==> src/design/cpaf_pkg.sv <==
// shared types and constants for the command packet admission filter
package cpaf_pkg;

  localparam int unsigned ADDR_W  = 32;
  localparam int unsigned PORT_W  = 16;
  localparam int unsigned SEQ_W   = 32;
  localparam int unsigned EPOCH_W = 32;
  localparam int unsigned JOINT_W = 16;

  // apb register map: one 32-bit register per word
  localparam int unsigned CFG_ADDR_W = 3;
  localparam int unsigned CFG_DATA_W = 32;
  localparam logic        REG_EXPECTED_JOINTS = 1'b0;

  localparam logic [JOINT_W-1:0] EXPECTED_JOINTS_RST = 16'd7;
  localparam logic [SEQ_W-1:0]   SERIAL_HALF         = 32'h8000_0000;

  typedef enum logic [2:0] {
    REASON_NONE   = 3'd0,
    REASON_DECODE = 3'd1,
    REASON_JOINTS = 3'd2,
    REASON_OWNER  = 3'd3,
    REASON_PORT   = 3'd4,
    REASON_STALE  = 3'd5
  } reason_t;

  typedef struct packed {
    logic                 decode_ok;
    logic [JOINT_W-1:0]   joint_count;
    logic [ADDR_W-1:0]    source_addr;
    logic [PORT_W-1:0]    source_port;
    logic [SEQ_W-1:0]     sequence_req;
    logic                 armed;
    logic [ADDR_W-1:0]    owner_addr;
    logic [EPOCH_W-1:0]   arm_epoch;
  } cmd_t;

  typedef struct packed {
    logic    accepted;
    reason_t drop_reason;
    logic    port_pinned_now;
  } res_t;

  typedef struct packed {
    logic [PORT_W-1:0]  pinned_port;
    logic [EPOCH_W-1:0] pin_epoch;
    logic [EPOCH_W-1:0] track_epoch;
    logic [ADDR_W-1:0]  track_addr;
    logic [PORT_W-1:0]  track_port;
    logic [SEQ_W-1:0]   last_sequence;
    logic               sequence_valid;
  } flt_state_t;

endpackage

==> src/design/cpaf_intf.sv <==
// valid/ready channel interfaces for command packets and filter results
interface cpaf_cmd_if;
  logic                               valid;
  logic                               ready;
  logic                               decode_ok;
  logic [cpaf_pkg::JOINT_W-1:0]       joint_count;
  logic [cpaf_pkg::ADDR_W-1:0]        source_addr;
  logic [cpaf_pkg::PORT_W-1:0]        source_port;
  logic [cpaf_pkg::SEQ_W-1:0]         sequence_req;
  logic                               armed;
  logic [cpaf_pkg::ADDR_W-1:0]        owner_addr;
  logic [cpaf_pkg::EPOCH_W-1:0]       arm_epoch;

  modport source (
    output valid, decode_ok, joint_count, source_addr, source_port,
           sequence_req, armed, owner_addr, arm_epoch,
    input  ready
  );
  modport sink (
    input  valid, decode_ok, joint_count, source_addr, source_port,
           sequence_req, armed, owner_addr, arm_epoch,
    output ready
  );
endinterface

interface cpaf_res_if;
  logic       valid;
  logic       ready;
  logic       accepted;
  logic [2:0] drop_reason;
  logic       port_pinned_now;

  modport source (
    output valid, accepted, drop_reason, port_pinned_now,
    input  ready
  );
  modport sink (
    input  valid, accepted, drop_reason, port_pinned_now,
    output ready
  );
endinterface

==> src/design/cpaf_check.sv <==
// admission decision for one packet and the next filter state
module cpaf_check (
  input  cpaf_pkg::cmd_t                      cmd,
  input  cpaf_pkg::flt_state_t                st,
  input  logic [cpaf_pkg::JOINT_W-1:0]        expected_joints,
  output cpaf_pkg::res_t                      res,
  output cpaf_pkg::flt_state_t                st_nxt
);

  logic                          owner_bad;
  logic [cpaf_pkg::PORT_W-1:0]   cur_pin;
  logic                          take_pin;
  logic [cpaf_pkg::PORT_W-1:0]   eff_pin;
  logic                          flow_same;
  logic [cpaf_pkg::SEQ_W-1:0]    seq_diff;
  logic                          seq_stale;
  cpaf_pkg::reason_t             reason;

  always_comb begin
    owner_bad = cmd.armed && (cmd.owner_addr != '0) && (cmd.source_addr != cmd.owner_addr);
    // a pin from an older epoch counts as released
    cur_pin   = (st.pin_epoch == cmd.arm_epoch) ? st.pinned_port : '0;
    take_pin  = cmd.armed && !owner_bad && (cur_pin == '0);
    eff_pin   = take_pin ? cmd.source_port : cur_pin;
    flow_same = (cmd.arm_epoch == st.track_epoch) && (cmd.source_addr == st.track_addr)
             && (cmd.source_port == st.track_port);
    seq_diff  = cmd.sequence_req - st.last_sequence;
    seq_stale = (seq_diff == '0) || ((seq_diff & cpaf_pkg::SERIAL_HALF) != '0);
  end

  always_comb begin
    st_nxt = st;
    reason = cpaf_pkg::REASON_NONE;
    res.port_pinned_now = 1'b0;
    if (!cmd.decode_ok) begin
      reason = cpaf_pkg::REASON_DECODE;
    end else if (cmd.joint_count != expected_joints) begin
      reason = cpaf_pkg::REASON_JOINTS;
    end else if (owner_bad) begin
      reason = cpaf_pkg::REASON_OWNER;
    end else begin
      // pin stays even if the packet is later dropped as stale
      if (take_pin) begin
        st_nxt.pinned_port  = cmd.source_port;
        st_nxt.pin_epoch    = cmd.arm_epoch;
        res.port_pinned_now = 1'b1;
      end
      if (cmd.armed && (cmd.source_port != eff_pin)) begin
        reason = cpaf_pkg::REASON_PORT;
      end else if (flow_same && st.sequence_valid && seq_stale) begin
        reason = cpaf_pkg::REASON_STALE;
      end else begin
        st_nxt.track_epoch    = cmd.arm_epoch;
        st_nxt.track_addr     = cmd.source_addr;
        st_nxt.track_port     = cmd.source_port;
        st_nxt.last_sequence  = cmd.sequence_req;
        st_nxt.sequence_valid = 1'b1;
      end
    end
    res.drop_reason = reason;
    res.accepted    = (reason == cpaf_pkg::REASON_NONE);
  end

endmodule

==> src/design/command_packet_admission_filter.sv <==
// top level of the command packet admission filter
//
// Takes one decoded command packet header per transfer on in_if and returns one
// result per packet on out_if, in order: accepted, drop_reason and port_pinned_now.
// Throughput is one packet per clock while results are taken. The packet is
// captured in an input register, checked by a single pass of compare logic
// against the filter state, and the result is written to an output register in the
// same edge that updates the pin and sequence-tracking state, so the next packet
// always sees the state left by the one before it. While a result waits, the input
// register still takes one more packet; after that the input stalls until the
// result is taken. The joint-count register sits at apb byte address 0 and is
// decoded from paddr[2] alone; writes are single setup/access transfers and pready
// is always high. Writes with paddr[2] set are ignored, and such addresses read
// back as zero.
module command_packet_admission_filter (
  input  logic                                  clk,
  input  logic                                  rst_n,
  cpaf_cmd_if.sink                              in_if,
  cpaf_res_if.source                            out_if,
  input  logic                                  psel,
  input  logic                                  penable,
  input  logic                                  pwrite,
  input  logic [cpaf_pkg::CFG_ADDR_W-1:0]       paddr,
  input  logic [cpaf_pkg::CFG_DATA_W-1:0]       pwdata,
  output logic [cpaf_pkg::CFG_DATA_W-1:0]       prdata,
  output logic                                  pready
);

  // configuration
  logic [cpaf_pkg::JOINT_W-1:0] exp_joints_r;
  logic                         cfg_wr;
  logic                         reg_sel;

  // input register stage
  logic                         s1_valid_r;
  cpaf_pkg::cmd_t               s1_cmd_r;
  logic                         advance;

  // result register stage
  logic                         out_valid_r;
  cpaf_pkg::res_t               out_res_r;

  // filter state
  cpaf_pkg::flt_state_t         st_r;
  cpaf_pkg::flt_state_t         st_nxt;
  cpaf_pkg::res_t               res_nxt;

  // apb register access
  assign pready  = 1'b1;
  assign reg_sel = paddr[2];
  assign cfg_wr  = psel && penable && pwrite && (reg_sel == cpaf_pkg::REG_EXPECTED_JOINTS);
  assign prdata  = (reg_sel == cpaf_pkg::REG_EXPECTED_JOINTS)
                 ? {{(cpaf_pkg::CFG_DATA_W-cpaf_pkg::JOINT_W){1'b0}}, exp_joints_r}
                 : '0;

  always_ff @(posedge clk) begin
    if (!rst_n) begin
      exp_joints_r <= cpaf_pkg::EXPECTED_JOINTS_RST;
    end else if (cfg_wr) begin
      exp_joints_r <= pwdata[cpaf_pkg::JOINT_W-1:0];
    end
  end

  // pipeline flow control: the checked packet moves into the result register
  // whenever that register is empty or its result is being taken
  assign advance      = !out_valid_r || out_if.ready;
  assign in_if.ready  = !s1_valid_r || advance;

  always_ff @(posedge clk) begin
    if (!rst_n) begin
      s1_valid_r <= 1'b0;
    end else if (in_if.ready) begin
      s1_valid_r <= in_if.valid;
    end
  end

  // payload capture, no reset needed
  always_ff @(posedge clk) begin
    if (in_if.ready && in_if.valid) begin
      s1_cmd_r.decode_ok    <= in_if.decode_ok;
      s1_cmd_r.joint_count  <= in_if.joint_count;
      s1_cmd_r.source_addr  <= in_if.source_addr;
      s1_cmd_r.source_port  <= in_if.source_port;
      s1_cmd_r.sequence_req <= in_if.sequence_req;
      s1_cmd_r.armed        <= in_if.armed;
      s1_cmd_r.owner_addr   <= in_if.owner_addr;
      s1_cmd_r.arm_epoch    <= in_if.arm_epoch;
    end
  end

  // single-pass decision on the registered packet
  cpaf_check u_check (
    .cmd             (s1_cmd_r),
    .st              (st_r),
    .expected_joints (exp_joints_r),
    .res             (res_nxt),
    .st_nxt          (st_nxt)
  );

  // state and result commit together when the packet leaves the input register
  always_ff @(posedge clk) begin
    if (!rst_n) begin
      st_r        <= '0;
      out_valid_r <= 1'b0;
    end else if (advance) begin
      out_valid_r <= s1_valid_r;
      if (s1_valid_r) begin
        st_r <= st_nxt;
      end
    end
  end

  always_ff @(posedge clk) begin
    if (advance && s1_valid_r) begin
      out_res_r <= res_nxt;
    end
  end

  assign out_if.valid           = out_valid_r;
  assign out_if.accepted        = out_res_r.accepted;
  assign out_if.drop_reason     = out_res_r.drop_reason;
  assign out_if.port_pinned_now = out_res_r.port_pinned_now;

endmodule

==> src/flat_wrapper.sv <==
// flat-port wrapper written by rule: the top's interface ports become plain ports
module command_packet_admission_filter_flat 
  (clk, rst_n, psel, penable, pwrite, paddr, pwdata, prdata, pready, in_if_valid, in_if_decode_ok, in_if_joint_count, in_if_source_addr, in_if_source_port, in_if_sequence_req, in_if_armed, in_if_owner_addr, in_if_arm_epoch, in_if_ready, out_if_valid, out_if_accepted, out_if_drop_reason, out_if_port_pinned_now, out_if_ready);
  cpaf_cmd_if in_if_i ();
  cpaf_res_if out_if_i ();
  input  logic clk;
  input  logic rst_n;
  input  logic psel;
  input  logic penable;
  input  logic pwrite;
  input  logic [cpaf_pkg::CFG_ADDR_W-1:0] paddr;
  input  logic [cpaf_pkg::CFG_DATA_W-1:0] pwdata;
  output logic [cpaf_pkg::CFG_DATA_W-1:0] prdata;
  output logic pready;
  input wire logic [$bits(in_if_i.valid)-1:0] in_if_valid;
  input wire logic [$bits(in_if_i.decode_ok)-1:0] in_if_decode_ok;
  input wire logic [$bits(in_if_i.joint_count)-1:0] in_if_joint_count;
  input wire logic [$bits(in_if_i.source_addr)-1:0] in_if_source_addr;
  input wire logic [$bits(in_if_i.source_port)-1:0] in_if_source_port;
  input wire logic [$bits(in_if_i.sequence_req)-1:0] in_if_sequence_req;
  input wire logic [$bits(in_if_i.armed)-1:0] in_if_armed;
  input wire logic [$bits(in_if_i.owner_addr)-1:0] in_if_owner_addr;
  input wire logic [$bits(in_if_i.arm_epoch)-1:0] in_if_arm_epoch;
  output wire logic [$bits(in_if_i.ready)-1:0] in_if_ready;
  output wire logic [$bits(out_if_i.valid)-1:0] out_if_valid;
  output wire logic [$bits(out_if_i.accepted)-1:0] out_if_accepted;
  output wire logic [$bits(out_if_i.drop_reason)-1:0] out_if_drop_reason;
  output wire logic [$bits(out_if_i.port_pinned_now)-1:0] out_if_port_pinned_now;
  input wire logic [$bits(out_if_i.ready)-1:0] out_if_ready;
  assign in_if_i.valid = in_if_valid;
  assign in_if_i.decode_ok = in_if_decode_ok;
  assign in_if_i.joint_count = in_if_joint_count;
  assign in_if_i.source_addr = in_if_source_addr;
  assign in_if_i.source_port = in_if_source_port;
  assign in_if_i.sequence_req = in_if_sequence_req;
  assign in_if_i.armed = in_if_armed;
  assign in_if_i.owner_addr = in_if_owner_addr;
  assign in_if_i.arm_epoch = in_if_arm_epoch;
  assign in_if_ready = in_if_i.ready;
  assign out_if_valid = out_if_i.valid;
  assign out_if_accepted = out_if_i.accepted;
  assign out_if_drop_reason = out_if_i.drop_reason;
  assign out_if_port_pinned_now = out_if_i.port_pinned_now;
  assign out_if_i.ready = out_if_ready;
  command_packet_admission_filter u_core (.clk(clk), .rst_n(rst_n), .in_if(in_if_i), .out_if(out_if_i), .psel(psel), .penable(penable), .pwrite(pwrite), .paddr(paddr), .pwdata(pwdata), .prdata(prdata), .pready(pready));
endmodule
==> config.mk <==
export PLATFORM = sky130hd
export DESIGN_NAME = command_packet_admission_filter_flat
export DESIGN_NICKNAME = d
export VERILOG_FILES = /design/src/design/cpaf_pkg.sv /design/src/design/cpaf_intf.sv /design/src/design/cpaf_check.sv /design/src/design/command_packet_admission_filter.sv /design/src/flat_wrapper.sv
export SDC_FILE = /design/constraint.sdc
export NUM_CORES = 1
export LEC_CHECK = 0
export BUFFER_PORTS_ARGS = -buffer_cell sky130_fd_sc_hd__buf_2
export CAP_MARGIN = 25
export CORE_MARGIN = 2
export CORE_UTILIZATION = 38
export CTS_CLUSTER_DIAMETER = 30
export DETAILED_ROUTE_END_ITERATION = 8
export PLACE_DENSITY = 0.68
export SYNTH_ARGS = -nofsm -noshare
export SYNTH_HDL_FRONTEND = slang
export SYNTH_SLANG_ARGS = --single-unit
==> constraint.sdc <==
create_clock -name clk -period 8.4 [get_ports clk]
set_input_delay 1.26 -clock clk [delete_from_list [all_inputs] [get_ports clk]]
set_output_delay 1.26 -clock clk [all_outputs]
set_load 0.03 [all_outputs]
=== Yosys cells after proc, flatten, opt, wreduce, memory -nomap -nowiden ===
Cells that the tools add are included.

* Word-level logic and storage cells: 71
* Output and inout port bits: 40
* Register bits: 346

* Add/subtract/negate cells: 1
* Reduce and logical (&&, ||, !) cells: 27
* Eq/ne operators: 7
* Multiplexer cells: 9
* Bitwise gates (word level): 6

{| class="wikitable"
|+ Operator list
! kind !! count
|-
| equality test 32 bit || 3
|-
| two-way mux 16 bit || 3
|-
| logical NOT 32 bit || 1
|-
| != test 16 bit || 2
|-
| != test 32 bit || 1
|-
| nonzero test 32 bit || 1
|-
| subtractor 32 bit || 1
|-
| equality test 16 bit || 1
|-
| logical NOT 16 bit || 1
|-
| two-way mux 3 bit || 5
|-
| logical AND 1 bit || 14
|-
| AND reduction 7 bit || 1
|-
| NOT 1 bit || 6
|-
| AND reduction 6 bit || 1
|-
| logical NOT 1 bit || 3
|-
| logical NOT 3 bit || 1
|-
| logical OR 1 bit || 3
|-
| OR reduction 3 bit || 1
|-
| two-way mux 1 bit || 1
|}

=== Logic depth before layout (Yosys ltp) ===
Gate-level depths: netlist of run 1.

* Depth after elaboration: 14
* Gate-level depth with buffers: 15

=== Cells and area by module ===
A second synthesis of run 1 with hierarchy kept.

* Cells, all modules: 2043
* Area, all modules: 19796.5 µm²

{| class="wikitable"
|+ Modules (own cells, without submodules)
! module !! cells each !! instances !! sequential area each (µm²) !! area each (µm²)
|-
| command_packet_admission_filter || 978 || 1 || 8598.2 || 12330.6
|-
| cpaf_check || 1065 || 1 || 0.0 || 7465.9
|}

=== Worst setup path after synthesis of run 1 ===
OpenSTA, ideal clock, no wires.

* Path kind: input to register
* Start point: input port out_if_ready
* End point: register u_core.s1_cmd_r[0] (netlist name) (enable)
* Setup slack: 2.528 ns
* Arrival time: 5.331 ns
* Setup time: 0.540 ns
* Buffers on the path: 0
* Stages: 3
* Path through: nor2b_1 nand2_1 and2_1

* Word-level cells in the longest chain between the ends: 3

{| class="wikitable"
|+ Ends and longest elaborated chain
! element !! RTL line !! source
|-
| start: declaration || flat_wrapper.sv:29 || <nowiki>input wire logic [$bits(out_if_i.ready)-1:0] out_if_ready;</nowiki>
|-
| logical OR 1 bit || command_packet_admission_filter.sv:66 || <nowiki>assign advance = !out_valid_r || out_if.ready;</nowiki>
|-
| logical OR 1 bit || command_packet_admission_filter.sv:67 || <nowiki>assign in_if.ready = !s1_valid_r || advance;</nowiki>
|-
| net in_if_ready || flat_wrapper.sv:24 || <nowiki>output wire logic [$bits(in_if_i.ready)-1:0] in_if_ready;</nowiki>
|-
| logical AND 1 bit || command_packet_admission_filter.sv:79 || <nowiki>if (in_if.ready && in_if.valid) begin</nowiki>
|-
| end: declaration || command_packet_admission_filter.sv:36 || <nowiki>cpaf_pkg::cmd_t s1_cmd_r;</nowiki>
|}

The timed path passes the listed nets, and every way through them passes these cells.
A chain may end at the register's enable or synchronous reset.

=== Worst setup path in the final report of run 1 ===
* Start point: register u_core.s1_cmd_r[65] (netlist name)
* End point: register u_core.st_r[77] (netlist name)

* Word-level cells in the longest chain between the ends: 6

{| class="wikitable"
|+ Ends and longest elaborated chain
! element !! RTL line !! source
|-
| subtractor 32 bit * || cpaf_check.sv:27 || <nowiki>seq_diff = cmd.sequence_req - st.last_sequence;</nowiki>
|-
| logical NOT 32 bit || cpaf_check.sv:28 || <nowiki>seq_stale = (seq_diff == '0) || ((seq_diff & cpaf_pkg::SERIAL_HALF) != '0);</nowiki>
|-
| logical OR 1 bit * || cpaf_check.sv:28 ||
|-
| logical AND 1 bit * || cpaf_check.sv:50 || <nowiki>end else if (flow_same && st.sequence_valid && seq_stale) begin</nowiki>
|-
| NOT 1 bit (no source line) * || - ||
|-
| AND reduction 7 bit (no source line) * || - ||
|-
| end signal: assignment || command_packet_admission_filter.sv:108 || <nowiki>st_r <= st_nxt;</nowiki>
|-
| end: declaration || command_packet_admission_filter.sv:44 || <nowiki>cpaf_pkg::flt_state_t st_r;</nowiki>
|}

Mark *: on every way between the ends. The rest lies on a longest branch, timed or not.

==> flow_summary.json, run 1 <==
{
  "outcome": "finished, final reports clean",
  "grt_start_max_net_pins": 96,
  "worst_slew_margin_rel_pct": 34.6,
  "path_cells": "inv_1, ha_1, fa_1, nand2b_1, a211oi_1, nor3_2, o21ai_2, a2111oi_0, or3b_1, a2111oi_2, a41o_2, buf_4, o21ai_0, a21oi_1",
  "syn2layout_area_growth_pct": 26.7,
  "criticalPathCategory": "flip-flop to flip-flop",
  "finalCriticalPeriod_ns": 4.68,
  "yosys_most_used_dff": "dfxtp_1",
  "route.antenna.remaining_nets": 0,
  "slowest_delay_ns": 0.57,
  "layout_commonest_cell": "buf_2",
  "synthTopCellsByArea": "edfxtp_1, dfxtp_1, a21oi_1",
  "setup-violations-final": 0,
  "syn_inst": 1608,
  "drt_drc_violations_left": 0,
  "routed-via-count": 13000,
  "cts_max_path_buffers": 3,
  "netlist.area_leader.share_pct": 30.9,
  "global_route.overflow_total": 0,
  "grt_setup_unrepaired": "false",
  "hpwl_um": 30700,
  "synthesized_area_per_cell_um2": 10.1,
  "fp.coreArea_mm2": 0.0420,
  "asyncSetResetFlopFracSynth_pct": 0,
  "detail_route.first_pass.iterations": 6,
  "finish.net_count": 2064,
  "clock-root-buffer": "clkbuf_16",
  "arrival_ns": 5.21,
  "floorplan.initialDensity_pct": 38.6,
  "synth.ff_latch_count": 346,
  "io_buffers": 208,
  "path_delay_family": "compound AO/OA/AOI/OAI gates",
  "h-tree-depth": 3,
  "timing.setup.tns_ns": 0,
  "ys_seq_area_share_pct": 53.0,
  "cts_inserted_buffers": 84,
  "post-cts-setup-buffers": 0,
  "final_hold_viol_count": 0,
  "grt_pass1_vias": 12900,
  "floorplan.die.height_um": 211,
  "min-delay-path-class": "flip-flop to flip-flop",
  "fp.dieArea_mm2": 0.0444,
  "tritoncts": "yes",
  "routed_wl_um": 44900,
  "cell_area_after_technology_mapping_mm2": 0.0162,
  "grt_first_pass_wirelength_um": 69100,
  "std_cell_rows": 75,
  "die_x_um": 211,
  "insertedDiodeCount": 0,
  "synth_largest_area_cell": "edfxtp_1",
  "irDropWorstVdd_mv": 0.180,
  "yosys_warnings": 0,
  "placement.cell_area_mm2": 0.0176,
  "antenna_violations_before_repair": 0,
  "worstPathRequired_ns": 8.92,
  "avgRoutedWirePerCell_um": 18.4,
  "power.density_cell_area_mw_per_mm2": 261,
  "synthDistinctLibCells": 67,
  "timing.critical_path.from_type": "flip-flop",
  "tritoncts_num_sinks": 346,
  "number_of_synthesized_flops_with_an_enable_pin": 167,
  "clock_insertion_delay_at_the_later_pin_of_the_skew_report_ns": 0.61,
  "route.detailed.vias_per_inst": 5.35,
  "transition_time_at_the_pin_with_the_least_slew_margin_ns": 0.981,
  "maxClockFrequency_ghz": 0.213,
  "endpoint_kind": "flip-flop",
  "drt_iter0_drc": 1203,
  "floorplan.io_pins": 244,
  "globalRouteTotalUtil_pct": 19.9,
  "total_non_filler_cell_area_in_the_finished_layout_mm2": 0.0205,
  "maxCapViolCount": 0,
  "cp_max_fo": 49,
  "final-max-slew-violation-count": 0,
  "layout_common_cells": "buf_2, dfxtp_1, a21oi_1",
  "cts_hold_buf": 0,
  "clock-skew-final_ns": 0.0453,
  "leakagePower_uw": 0.00758,
  "place_congestion": 0.877,
  "final.period_utilization_pct": 55.8,
  "final_layout_size_suffix_gt1_share_pct": 19.7,
  "crit_path_top_delay_cell": "a41o_2",
  "crit_buf_inv": 2,
  "cts-resized-gates": 0,
  "path_clk_slew_ns": 0.05
}
## worst register-to-register path: cells and delay by family, from the launching register on
kind                       cells  cell delay [ns]
AOI/OAI and AO/OA              7             2.33
and+or+nand+nor                3             0.77
adders and majority gates      2             0.59
buffers and inverters          2             0.58
DFF                            1             0.34
## synthesized netlist by cell type (4+ instances only)
cell type / n
buf_4: 17
buf_2: 9
nor4_1: 43
nand4_1: 31
o2bb2ai_1: 4
a22oi_1: 4
and3_1: 5
o2111ai_1: 7
nor3_1: 10
edfxtp_1: 167
nor2_1: 86
xor2_1: 79
o21a_1: 4
a21o_1: 6
clkbuf_1: 50
or3_1: 6
nand2b_1: 12
a2111oi_0: 5
clkbuf_2: 4
o21ai_0: 88
nor2b_1: 35
mux2i_1: 53
ha_1: 31
nand2_1: 74
o22ai_1: 11
o21bai_1: 4
a211oi_1: 6
xnor2_1: 71
inv_1: 75
o211ai_1: 7
buf_6: 8
a21oi_1: 174
nand3_1: 122
a22o_1: 5
buf_1: 13
dfxtp_1: 179
o21ai_1: 54
## layout make-up
| cell class | count | area [µm²] |
|---|---|---|
| Clock buffer | 98 | 2250 |
| Clock inverter | 59 | 619 |
| Fill cell | 3790 | 21500 |
| Inverter | 76 | 288 |
| Multi-Input combinational cell | 1100 | 6900 |
| Sequential cell | 346 | 8600 |
| Tap cell | 539 | 674 |
| Timing Repair Buffer | 220 | 1220 |
## metal layers
layer | wire (µm) | vias up | global-route usage (%)
met5 | 0 | - | 0
met4 | 1280 | 0 | 7.87
met3 | 2780 | 96 | 4.56
met2 | 22500 | 458 | 34.1
met1 | 18300 | 6231 | 24.3
li1 | - | 6264 | -
## power breakdown
| group | switching, µW | internal, µW | total [µW] |
|---|---|---|---|
| Clock | 1030 | 2170 | 3200 |
| Sequential | 60.7 | 1830 | 1890 |
| Combinational | 158 | 107 | 265 |
| Total | 1250 | 4110 | 5360 |
## cells by family (layout without fill, tap and decap cells)
logic type      count (synthesis)  after routing  synth area share (%)
other cells                     2             17                0.0463
compound gates                406            406                  14.3
flops                         346            346                  53.0
buf+inv                       177            453                  4.96
xor+xnor                      150            150                  8.10
mux                            54             54                  3.34
simple gates                  441            441                  13.7
fa+ha+maj                      32             32                  2.51
## path summary, 6_finish.rpt
| check | startpoint | endpoint | slack, ns | cells after the start |
|---|---|---|---|---|
| worst max-delay path | u_core.s1_cmd_r[65]$_DFFE_PP_ | u_core.st_r[77]$_SDFFE_PN0P_ | 3.72 | 14 |
| worst min-delay path | u_core.st_r[8]$_SDFFE_PN0P_ | u_core.st_r[8]$_SDFFE_PN0P_ | 0.47 | 2 |
| worst max register to register | u_core.s1_cmd_r[65]$_DFFE_PP_ | u_core.st_r[77]$_SDFFE_PN0P_ | 3.72 | 14 |
| worst min register to register | u_core.st_r[8]$_SDFFE_PN0P_ | u_core.st_r[8]$_SDFFE_PN0P_ | 0.47 | 2 |
## through the flow
stage | util, % | hold slack, ns | setup slack (ns) | power [µW] | cells
floorplan | - | 0.436 | 2.53 | 2070 | 1623
global placement | 41.8 | 0.450 | 3.16 | 2180 | 2276
detailed placement | 41.9 | 0.466 | 3.47 | 2180 | 2279
CTS | 48.8 | 0.472 | 3.43 | 5410 | 2436
global route | 48.9 | 0.486 | 3.36 | 5540 | 2438
finish | 48.9 | 0.472 | 3.72 | 5360 | 2438
## flip-flops by register name (all words and copies together) (netlist names)
name                           cells
u_core.s1_valid_r                  1
u_core.out_if.valid                1
u_core.out_if.drop_reason          3
u_core.s1_cmd_r                  162
u_core.exp_joints_r               16
u_core.out_if.port_pinned_now      1
u_core.st_r                      161
u_core.out_if.accepted             1
No activity file was read; power rests on OpenSTA's default activity.
==> run 2, diff against run 1 <==
clock period = 4.6 ns   (was 8.4 ns; I/O delays follow)
==> run 2 against run 1 <==
Compared with the run above: global-route usage barely moved; clock power rose by 91%; worst setup slack worse by 3.4 ns; flip-flop and latch count stayed put; first-iteration DRC count shrank 13%; highest routed layer unchanged; cell area up 0.55%; power increased by 87%; register-to-register slack worse by 3.4 ns; sequential share of layout area fell by 0.23 points; fmax up 9.4%.
==> flow_summary.json, run 2 (same netlist as run 1, synthesis figures left out) <==
{
  "routed-via-count": 13000,
  "transition_time_at_the_pin_with_the_least_slew_margin_ns": 0.940,
  "worstPathRequired_ns": 5.11,
  "maxCapViolCount": 0,
  "grt_setup_unrepaired": "false",
  "combinationalPowerShare_pct": 4.9,
  "critical_path.reg2reg.endpoint": "u_core.st_r[78]$_SDFFE_PN0P_",
  "worstHoldStart": "in_if_arm_epoch[13]",
  "final_hold_viol_count": 0,
  "path_clk_slew_ns": 0.05,
  "startpoint_of_the_lowest_slack_register_to_register_path": "u_core.s1_cmd_r[65]$_DFFE_PP_",
  "cts_max_path_buffers": 3,
  "grt_start_max_net_pins": 113,
  "finalCriticalPeriod_ns": 4.28,
  "final-max-slew-violation-count": 0,
  "die_x_um": 211,
  "detail_route.first_pass.iterations": 5,
  "clock-root-buffer": "clkbuf_16",
  "drt_iter0_drc": 1045,
  "syn2layout_area_growth_pct": 27.4,
  "grt_first_pass_wirelength_um": 69000,
  "avgRoutedWirePerCell_um": 18.5,
  "multi_input_comb_area_mm2": 0.00690,
  "clock-skew-final_ns": 0.0532,
  "globalRouteTotalUtil_pct": 19.9,
  "layout_common_cells": "buf_2, dfxtp_1, a21oi_1",
  "critical_path.startpoint": "u_core.s1_cmd_r[65]$_DFFE_PP_",
  "largest_reg_flops": 162,
  "h-tree-depth": 3,
  "netSwitchingFraction_pct": 22.2,
  "floorplan.io_pins": 244,
  "tritoncts_num_sinks": 346,
  "tritoncts": "yes",
  "switching_power_uw": 2230,
  "timing.setup.tns_ns": 0,
  "cp_max_fo": 94,
  "cts_inserted_buffers": 81,
  "timing.critical_path.from_type": "flip-flop",
  "floorplan.die.height_um": 211,
  "outcome": "finished, final reports clean",
  "insertedDiodeCount": 0,
  "timing.reg2reg.worst_path_depth": 14,
  "io_buffers": 208,
  "clock_insertion_delay_at_the_later_pin_of_the_skew_report_ns": 0.61,
  "min_to": "u_core.s1_cmd_r[13]$_DFFE_PP_",
  "maxClockFrequency_ghz": 0.234,
  "ff_latch_area_mm2": 0.00860,
  "route.detailed.vias_per_inst": 5.33,
  "finish.net_count": 2069,
  "leakagePower_uw": 0.00763,
  "internal_power_uw": 7810,
  "top_register": "u_core.s1_cmd_r",
  "criticalPathCategory": "flip-flop to flip-flop",
  "final_layout_size_suffix_gt1_share_pct": 19.6,
  "fp.dieArea_mm2": 0.0444,
  "min-delay-path-class": "primary input to flip-flop",
  "finish.cell_count_without_fillers": 2440,
  "global_route.overflow_total": 0,
  "route.antenna.remaining_nets": 0,
  "place_congestion": 0.902,
  "numPlacedInstances": 2289,
  "layout_commonest_cell": "buf_2",
  "arrival_ns": 4.79,
  "irDropWorstVdd_mv": 0.310,
  "endpoint_kind": "flip-flop",
  "setup-violations-final": 0,
  "post-cts-setup-buffers": 0,
  "hold_path_depth": 1,
  "antenna_violations_before_repair": 0,
  "std_cell_rows": 75,
  "grt_pass1_vias": 12700,
  "cts-resized-gates": 0,
  "final.period_utilization_pct": 93.1,
  "worst_slew_margin_rel_pct": 37.3,
  "largest_registers": "u_core.s1_cmd_r (162), u_core.st_r (161), u_core.exp_joints_r (16)",
  "drt_drc_violations_left": 0,
  "fraction_of_power_consumed_by_sequential_logic_pct": 34.4,
  "r2r_setup_slack_ns": 0.32,
  "clkPwrFrac_pct": 60.7,
  "power.density_cell_area_mw_per_mm2": 486,
  "fp.coreArea_mm2": 0.0420,
  "hpwl_um": 31200,
  "routed_wl_um": 45000,
  "filler_cell_count": 3748,
  "floorplan.initialDensity_pct": 38.6,
  "cts_hold_buf": 0
}
[run 2: worst max-delay path by stage]
stage,slack [ns],to,depth (start not counted)
finish,0.32,u_core.st_r[78]$_SDFFE_PN0P_,14
global route,0.01,u_core.st_r[10]$_SDFFE_PN0P_,14
CTS,0.31,u_core.st_r[10]$_SDFFE_PN0P_,14
detailed placement,0.36,u_core.st_r[44]$_SDFFE_PN0P_,14
global placement,0.43,u_core.st_r[41]$_SDFFE_PN0P_,14
floorplan,0.91,u_core.out_if.accepted$_DFFE_PP_,15
[run 2: power by group through the flow]
stage	Sequential, µW	Combinational, µW	Clock [µW]
3_3_place_gp	3510	481	0
6_report	3460	487	6100
3_5_place_dp	3510	486	0
5_1_grt	3460	537	6370
2_1_floorplan	3470	309	0
4_1_cts	3460	490	6200
[run 2: stage by stage]
stage | utilization (%) | area [µm²] | setup WS [ns] | hold slack [ns] | power [µW]
after floorplan | - | 16300 | 0.913 | 0.436 | 3780
after global placement | 42.1 | 17700 | 0.430 | 0.450 | 3990
after CTS | 49.1 | 20700 | 0.307 | 0.217 | 10100
after global routing | 49.1 | 20700 | 0.0127 | 0.226 | 10400
after detailed placement | 42.1 | 17700 | 0.355 | 0.454 | 3990
final | 49.1 | 20700 | 0.319 | 0.260 | 10000
[run 2: layout make-up]
| cell class | count | share of cell area [%] |
|---|---|---|
| clock inverters | 46 | 3.68 |
| clock buffers | 105 | 10.6 |
| well taps | 539 | 3.26 |
| flip-flops and latches | 346 | 41.6 |
| multi-input cells | 1100 | 33.4 |
| inverters | 76 | 1.39 |
| repair buffers | 228 | 6.07 |
[run 2: layer usage]
| metal | wire length (µm) | part of all wire [%] | global-route usage [%] |
|---|---|---|---|
| met4 | 1130 | 2.5 | 7.46 |
| met2 | 22600 | 50 | 34.6 |
| met3 | 2270 | 5.0 | 4.66 |
| met5 | 0 | 0 | 0 |
| met1 | 19000 | 42 | 23.9 |
[run 2: critical path, stage by stage, from the launching register on]
cell and delay (ns):
edfxtp_1 0.34, inv_1 0.05, ha_1 0.20, fa_1 0.41, nand2b_1 0.18, a211oi_1 0.47, nor3_2 0.17, o21ai_2 0.26
a2111oi_0 0.16, or3b_1 0.41, a2111oi_2 0.52, a41o_2 0.30, buf_12 0.32, o21ai_0 0.16, a21oi_1 0.18
==> run 3, diff against run 2 <==
==> constraint.sdc (replaced) <==
create_clock -name clk -period 4.6 [get_ports clk]
set_input_delay 0.46 -clock clk [delete_from_list [all_inputs] [get_ports clk]]
set_output_delay 0.46 -clock clk [all_outputs]
set_load 0.03 [all_outputs]
==> run 3 against run 2 <==
Compared with the run above: fmax fell by 0.40%; largest power group unchanged; worst setup slack got worse by 0.017 ns; critical path depth did not move; hold slack got worse by 0.23 ns; die area did not move; routed wire length rose by 1.9%; flip-flop and latch count did not move; first-iteration DRC count fell by 0.19%; cell area rose by 1.1%; highest routed layer unchanged; non-clock buffer count rose by 17; count of clock-buffer cells in the layout fell by 9; critical path type unchanged; core utilization rose by 0.52 points.
==> flow_summary.json, run 3 (same netlist as run 1, synthesis figures left out) <==
{
  "placement.cell_area_mm2": 0.0177,
  "final.period_utilization_pct": 93.4,
  "grt_start_max_net_pins": 96,
  "irDropWorstVdd_mv": 0.288,
  "worstPathRequired_ns": 5.11,
  "place_congestion": 0.886,
  "clock-skew-final_ns": 0.0444,
  "route.detailed.vias_per_inst": 5.39,
  "cp_max_fo": 94,
  "timing.critical_path.from_type": "flip-flop",
  "post-cts-setup-buffers": 0,
  "fin_util_pct": 49.7,
  "floorplan.initialDensity_pct": 38.6,
  "global_route.overflow_total": 0,
  "floorplan.die.height_um": 211,
  "design_power_total_uw": 10000,
  "total_non_filler_cell_area_in_the_finished_layout_mm2": 0.0209,
  "clock-root-buffer": "clkbuf_16",
  "std_cell_rows": 75,
  "route.antenna.remaining_nets": 0,
  "detail_route.first_pass.iterations": 5,
  "drt_drc_violations_left": 0,
  "leakagePower_uw": 0.00770,
  "largest_reg_flops": 162,
  "grt_first_pass_wirelength_um": 69900,
  "cts-resized-gates": 0,
  "h-tree-depth": 3,
  "syn2layout_area_growth_pct": 28.7,
  "setup-violations-final": 0,
  "arrival_ns": 4.81,
  "finish.cell_count_without_fillers": 2464,
  "path_clk_slew_ns": 0.05,
  "fp.dieArea_mm2": 0.0444,
  "tritoncts": "yes",
  "avgRoutedWirePerCell_um": 18.6,
  "drt_iter0_drc": 1043,
  "top_register": "u_core.s1_cmd_r",
  "die_x_um": 211,
  "worst_slew_margin_rel_pct": 44.9,
  "min-delay-path-class": "primary input to flip-flop",
  "largest_registers": "u_core.s1_cmd_r (162), u_core.st_r (161), u_core.exp_joints_r (16)",
  "clock_insertion_delay_at_the_later_pin_of_the_skew_report_ns": 0.60,
  "r2r_setup_slack_ns": 0.30,
  "power.density_cell_area_mw_per_mm2": 480,
  "grt_setup_unrepaired": "false",
  "filler_cell_count": 3711,
  "maxClockFrequency_ghz": 0.233,
  "timing.setup.tns_ns": 0,
  "maxCapViolCount": 0,
  "criticalPathCategory": "flip-flop to flip-flop",
  "cts_max_path_buffers": 3,
  "routed_wl_um": 45900,
  "tritoncts_num_sinks": 346,
  "cts_inserted_buffers": 86,
  "fp.coreArea_mm2": 0.0420,
  "layout_commonest_cell": "buf_2",
  "final_hold_viol_count": 0,
  "finalCriticalPeriod_ns": 4.30,
  "grt_pass1_vias": 12800,
  "globalRouteTotalUtil_pct": 20.1,
  "finish.net_count": 2091,
  "outcome": "finished, final reports clean",
  "hpwl_um": 31200,
  "layout_common_cells": "buf_2, dfxtp_1, a21oi_1",
  "io_buffers": 208,
  "antenna_violations_before_repair": 0,
  "numPlacedInstances": 2285,
  "final_layout_size_suffix_gt1_share_pct": 19.7,
  "routed-via-count": 13300,
  "endpoint_kind": "flip-flop",
  "cts_hold_buf": 20,
  "floorplan.io_pins": 244,
  "insertedDiodeCount": 0,
  "final-max-slew-violation-count": 0,
  "transition_time_at_the_pin_with_the_least_slew_margin_ns": 0.826
}
==> run 3: changes by cell type in the layout (fill, tap and decap cells not counted), moves of 7 or more <==
cell           previous run  this run
clkbuf_8                  7         0
clkbuf_1                 17         9
inv_8                     0         7
dlygate4sd3_1             0        20
==> run 3: worst max-delay path, stage by stage, from the launching register on <==
cell and delay, ns:
edfxtp_1 0.34, inv_1 0.05, ha_1 0.20, fa_1 0.42
nand2b_1 0.18, a211oi_1 0.49, nor3_2 0.17, o21ai_2 0.26
a2111oi_0 0.16, or3b_1 0.42, a2111oi_2 0.52, a41o_2 0.30
buf_12 0.34, o21ai_0 0.17, a21oi_1 0.16
==> run 3: final cells by class <==
type                       instances  area (µm²)  share of cell area (%)
clock inverter                    62         753                    3.61
inverter                          76         288                    1.38
clock buffer                      96        2210                    10.6
timing repair buffer             245        1460                    6.98
sequential                       346        8600                    41.2
tap                              539         674                    3.23
multi-input combinational       1100        6900                    33.0
==> run 3: worst paths after layout <==
check | from | to | cells after the start
hold / removal | in_if_arm_epoch[25] | u_core.s1_cmd_r[25]$_DFFE_PP_ | 1
setup reg to reg | u_core.s1_cmd_r[65]$_DFFE_PP_ | u_core.st_r[45]$_SDFFE_PN0P_ | 14
setup / recovery | u_core.s1_cmd_r[65]$_DFFE_PP_ | u_core.st_r[45]$_SDFFE_PN0P_ | 14
hold reg to reg | u_core.st_r[0]$_SDFFE_PN0P_ | u_core.st_r[0]$_SDFFE_PN0P_ | 2
==> run 3: where the power goes <==
group          internal [µW]  leakage [µW]  switching [µW]  total [µW]
clock                   4080       0.00142            1980        6070
combinational            209       0.00321             297         506
sequential              3350       0.00308             109        3450
total                   7640       0.00770            2390       10000
==> run 3: metrics by stage <==
stage | setup slack (ns) | hold WS (ns)
4_1_cts | 0.318 | 0.00000111
3_3_place_gp | 0.392 | 0.449
6_report | 0.302 | 0.0320
2_1_floorplan | 0.913 | 0.436
5_1_grt | 0.0421 | 0.000411
3_5_place_dp | 0.372 | 0.459
==> run 3: routing by layer <==
layer / GRT usage (%) / wire length, µm
met5: 0 / 0
met4: 7.55 / 1260
met3: 4.69 / 2770
met2: 35.0 / 23100
met1: 24.3 / 18700
